## config.mk

```make
export PLATFORM = sky130hd
export DESIGN_NAME = dkat_front
export DESIGN_NICKNAME = d
export VERILOG_FILES = /design/src/rtl/dkat_pkg.sv /design/src/rtl/dkat_front.sv
export SDC_FILE = /design/constraint.sdc
export NUM_CORES = 1
export LEC_CHECK = 0
export BUFFER_PORTS_ARGS = -buffer_cell sky130_fd_sc_hd__buf_2
export CORE_MARGIN = 4
export CORE_UTILIZATION = 30
export DETAILED_ROUTE_END_ITERATION = 12
export GPL_TIMING_DRIVEN = 0
export PLACE_DENSITY_LB_ADDON = 0.1
export SLEW_MARGIN = 20
export SYNTH_ARGS = -nofsm -noshare
export SYNTH_HDL_FRONTEND = slang
export SYNTH_SLANG_ARGS = --single-unit
```

## constraint.sdc

```tcl
create_clock -name clk_i -period 15.5 [get_ports clk_i]
set_input_delay 0 -clock clk_i [delete_from_list [all_inputs] [get_ports clk_i]]
set_output_delay 0 -clock clk_i [all_outputs]
set_load 0.05 [all_outputs]
```

## src/rtl/dkat_pkg.sv

```systemverilog
// Shared types and constants of the dual-key address translation table.
package dkat_pkg;

  // Default sizes of the table
  localparam int unsigned ROWS_DEFAULT        = 32;
  localparam int unsigned ADDR_BITS_DEFAULT   = 48;
  localparam int unsigned SECURE_BITS_DEFAULT = 64;
  localparam int unsigned ID_BITS_DEFAULT     = 64;

  // Fixed port widths
  localparam int unsigned ADDR_W      = 48;
  localparam int unsigned SECURE_W    = 64;
  localparam int unsigned ID_W        = 64;
  localparam int unsigned ROW_INDEX_W = 5;

  // Entries of the command queue between front and back
  localparam int unsigned QUEUE_DEPTH = 2;

  // Command codes
  typedef enum logic [1:0] {
    CMD_REGISTER    = 2'd0,
    CMD_UNREGISTER  = 2'd1,
    CMD_LOOKUP_ADDR = 2'd2,
    CMD_LOOKUP_SEC  = 2'd3
  } cmd_e;

  // Search controls derived from the command
  typedef struct packed {
    logic match_addr;  // compare row address with the address key
    logic match_sec;   // compare row secure key with the secure key
    logic need_valid;  // only valid rows take part
    logic take_free;   // fall back to the first invalid row
  } class_t;

  // One queued command
  typedef struct packed {
    cmd_e                  cmd;
    class_t                cls;
    logic [ADDR_W-1:0]     address_key;
    logic [SECURE_W-1:0]   secure_key;
    logic [ID_W-1:0]       identifier;
  } item_t;

endpackage

```

## src/rtl/dkat_front.sv

```systemverilog
// Front end: accepts commands, classifies them and queues them for the table.
module dkat_front (
  input  logic                          clk_i,
  input  logic                          rst_ni,
  input  logic                          start_i,
  output logic                          busy_o,
  input  logic [1:0]                    cmd_i,
  input  logic [dkat_pkg::ADDR_W-1:0]   address_key_i,
  input  logic [dkat_pkg::SECURE_W-1:0] secure_key_i,
  input  logic [dkat_pkg::ID_W-1:0]     identifier_in_i,
  input  logic                          pop_i,
  output logic                          not_empty_o,
  output dkat_pkg::item_t               head_o
);
  import dkat_pkg::*;

  localparam int unsigned PtrW = (QUEUE_DEPTH > 1) ? $clog2(QUEUE_DEPTH) : 1;
  localparam int unsigned CntW = $clog2(QUEUE_DEPTH + 1);

  item_t            queue_q [QUEUE_DEPTH];
  logic [PtrW-1:0]  wr_ptr_q, wr_ptr_d;
  logic [PtrW-1:0]  rd_ptr_q, rd_ptr_d;
  logic [CntW-1:0]  count_q, count_d;
  logic             push;
  logic             pop;
  item_t            item_in;

  // Classify the incoming command
  always_comb begin
    item_in.cmd         = cmd_e'(cmd_i);
    item_in.address_key = address_key_i;
    item_in.secure_key  = secure_key_i;
    item_in.identifier  = identifier_in_i;
    item_in.cls         = '0;
    case (cmd_e'(cmd_i))
      CMD_REGISTER: begin
        item_in.cls.match_addr = 1'b1;
        item_in.cls.match_sec  = 1'b1;
        item_in.cls.take_free  = 1'b1;
      end
      CMD_UNREGISTER, CMD_LOOKUP_ADDR: begin
        item_in.cls.match_addr = 1'b1;
        item_in.cls.need_valid = 1'b1;
      end
      CMD_LOOKUP_SEC: begin
        item_in.cls.match_sec  = 1'b1;
        item_in.cls.need_valid = 1'b1;
      end
      default: item_in.cls = '0;
    endcase
  end

  // Queue control
  assign busy_o      = (count_q == CntW'(QUEUE_DEPTH));
  assign not_empty_o = (count_q != '0);
  assign push        = start_i && !busy_o;
  assign pop         = pop_i && not_empty_o;
  assign head_o      = queue_q[rd_ptr_q];

  always_comb begin
    wr_ptr_d = wr_ptr_q;
    rd_ptr_d = rd_ptr_q;
    count_d  = count_q;
    if (push) begin
      wr_ptr_d = (wr_ptr_q == PtrW'(QUEUE_DEPTH - 1)) ? '0 : wr_ptr_q + 1'b1;
    end
    if (pop) begin
      rd_ptr_d = (rd_ptr_q == PtrW'(QUEUE_DEPTH - 1)) ? '0 : rd_ptr_q + 1'b1;
    end
    if (push && !pop) begin
      count_d = count_q + 1'b1;
    end else if (pop && !push) begin
      count_d = count_q - 1'b1;
    end
  end

  always_ff @(posedge clk_i or negedge rst_ni) begin
    if (!rst_ni) begin
      wr_ptr_q <= '0;
      rd_ptr_q <= '0;
      count_q  <= '0;
    end else begin
      wr_ptr_q <= wr_ptr_d;
      rd_ptr_q <= rd_ptr_d;
      count_q  <= count_d;
    end
  end

  // Queue storage, no reset needed
  always_ff @(posedge clk_i) begin
    if (push) begin
      queue_q[wr_ptr_q] <= item_in;
    end
  end

endmodule

```

==> impl_metrics.py <==
metrics = {
    "outcome": {
        "status": "finished clean",
    },
    "clocking": {
        "clock_latency_ns": 0.55,
        "cts_tree": "done",
        "numCtsBuffers": 42,
        "clockBufferDepth": 3,
        "cts_setup_buffers": 0,
        "ctsHoldBuffers": 182,
        "path_clk_slew_ns": 0.05,
        "cts_root_buf": "clkbuf_16",
        "htree_levels": 2,
        "cts_resized": 0,
        "clock_sinks": 368,
    },
    "critical_path": {
        "crit_type": "flop to flop",
        "crit_fanout": 22,
        "cp_common_cell": "buf_16",
        "slowest_delay_ns": 0.41,
        "crit_path_start": "count_q[0]",
        "crit-reg2reg-launch": "count_q[0]",
        "worstPathRequired_ns": 15.75,
        "cp_slowest_cell": "dfrtp_1",
        "cp.arrival_ns": 2.63,
        "start_kind": "flop",
        "endpoint_kind": "flop",
        "path_cells": "nand2b_1 -> nand2_1 -> nor2_4 -> buf_16 -> buf_16 -> buf_12 -> buf_12 -> buf_16",
    },
    "global_routing": {
        "overflow": 0,
        "grt_pass1_wl_mm": 47.2,
        "grt_pass1_vias": 8288,
        "gr-usage-all-layers_pct": 12.8,
        "antenna_found_initial": 1,
        "grt_max_degree": 47,
    },
    "logic_synthesis": {
        "synth_cells": 593,
        "yosys.area.top_type_share_pct": 81.3,
        "synth_area_um2": 13500,
        "ys_seq_area_share_pct": 82.0,
        "synth_area_leaders": "edfxtp_1, mux2_2, buf_6",
        "syn-num-nets": 779,
        "synth_top_cell_by_area": "edfxtp_1",
        "syn_area_per_cell_um2": 22.7,
        "ys_seq_elements": 368,
        "yosys_warnings": 0,
        "synthDistinctLibCells": 14,
    },
    "placed_design": {
        "dp_hpwl_mm": 21.8,
        "io_buffers": 365,
        "post-place-ws_ns": 13.06,
        "post_dp_cell_area_um2": 16400,
        "routabilityCongestion": 0.698,
    },
    "drt": {
        "met1Wirelength_mm": 12.3,
        "wirelength_mm": 31.7,
        "ant_nets": 0,
        "drc": 0,
        "avgViaCountPerCell": 4.15,
        "first_iter_violations": 241,
        "wl_per_cell_um": 17.5,
        "num_vias": 7533,
        "dr_wl_met3_mm": 2.70,
        "top_layer": "met5",
        "route.met2.wl_mm": 15.8,
        "dr.pass1.iters": 4,
    },
    "finish": {
        "design_area_um2": 19500,
        "final_common_cell": "buf_2",
        "diodes": 0,
        "drive_above_1_share_pct": 51.7,
        "final_cell_mix": "buf_2, edfxtp_1, mux2_2, dlygate4sd3_1, clkbuf_16",
        "fill_cells": 4031,
        "fin_nets": 1384,
        "syn_to_final_growth_pct": 44.7,
    },
    "sta": {
        "drv_slew": 0,
        "finalSetupTns_ns": 0,
        "fmax_ghz": 0.419,
        "min_period_ns": 2.39,
        "rsz0062_at_grt": "no",
        "fin_ws_ns": 13.11,
        "setup_viol": 0,
        "fin_worst_skew_ns": 0.0204,
        "period_share_pct": 15.4,
        "tightest_slew_ns": 0.409,
        "max-slew-margin-rel_pct": 72.7,
        "finalHoldViolCount": 0,
    },
    "run": {
        "maxCapViolations": 0,
    },
    "floorplanning": {
        "fp-row-count": 77,
        "ios": 366,
        "initial_core_util_pct": 30.4,
        "die_width_um": 220,
        "die-area_um2": 48300,
        "core_area_um2": 44300,
        "die_h_um": 220,
    },
    "worst_hold_path": {
        "holdCritPathClass": "input port to flop",
        "worstHoldStart": "identifier_in_i[32]",
    },
    "power_and_ir_drop": {
        "p_leak_nw": 7.32,
        "power_density_nw_per_um2": 210,
        "ir_worst_vdd_uv": 102,
    },
}
layer usage:
layer,vias up,global-route usage (%)
met2,215,21.8
li1,3572,-
met4,2,4.73
met3,61,4.78
met5,-,0
met1,3683,14.9
stage by stage:
stage / hold WS [ns] / cells / utilization [%] / power [mW]
after CTS: 0.128 / 1814 / 43.9 / 4.17
after detailed placement: -0.183 / 1564 / 37.0 / 3.19
after global routing: 0.148 / 1814 / 43.9 / 4.29
after global placement: -0.186 / 1550 / 36.1 / 3.23
final: 0.181 / 1814 / 43.9 / 4.09
after floorplan: -0.296 / 593 / - / 2.76
Yosys cell counts:
| cell type | number |
|---|---|
| xor2_1 | 2 |
| edfxtp_1 | 364 |
| ha_1 | 4 |
| dfrtp_1 | 4 |
| and3_1 | 1 |
| mux2_2 | 182 |
| nand2_1 | 2 |
| or2_2 | 1 |
| buf_2 | 1 |
| buf_6 | 19 |
| nand2b_1 | 1 |
| xnor2_1 | 3 |
| nor2_1 | 2 |
| inv_1 | 7 |
cell type report:
| cell class | count | area [µm²] | share of cell area [%] |
|---|---|---|---|
| repair buffers | 561 | 4000 | 20.6 |
| multi-input cells | 198 | 2190 | 11.2 |
| flip-flops and latches | 368 | 11000 | 56.7 |
| clock inverters | 15 | 145 | 0.745 |
| plain buffers | 20 | 219 | 1.12 |
| clock buffers | 53 | 1110 | 5.72 |
| well taps | 592 | 741 | 3.80 |
| inverters | 7 | 26.3 | 0.135 |
cell families (layout without fill, tap and decap cells):
| logic type | count (synthesis) | in the layout | share of synthesized area, % |
|---|---|---|---|
| simple gates | 7 | 7 | 0.251 |
| fa+ha+maj | 4 | 4 | 0.372 |
| xor+xnor | 5 | 5 | 0.326 |
| mux | 182 | 182 | 15.2 |
| buf+inv | 27 | 656 | 1.82 |
| flops | 368 | 368 | 82.0 |
final timing paths:
check / end / slack [ns] / depth (start not counted)
min in group asynchronous: wr_ptr_q / 0.38 / 3
hold / removal: queue_q[0][32] / 0.18 / 2
setup reg to reg: queue_q[0][60] / 13.11 / 8
hold reg to reg: count_q[1] / 0.49 / 1
setup / recovery: queue_q[0][60] / 13.11 / 8
max in group asynchronous: count_q[1] / 14.93 / 3
worst max-delay path: cells and delay by family (launching register included):
| family | cells | cell delay (ns) |
|---|---|---|
| buf+inv | 5 | 0.96 |
| flops | 1 | 0.41 |
| simple gates | 3 | 0.68 |
registers in the layout (all words and copies together) (netlist names):
signal / flops
count_q: 2
rd_ptr_q: 1
queue_q: 364
wr_ptr_q: 1
power by group:
group	leakage, nW	internal, mW	total, mW	switching (mW)
Clock	0.609	0.552	0.921	0.369
Combinational	3.28	0.529	1.77	1.24
Sequential	3.43	1.36	1.40	0.0413
Power figures use the tool's default switching activity.
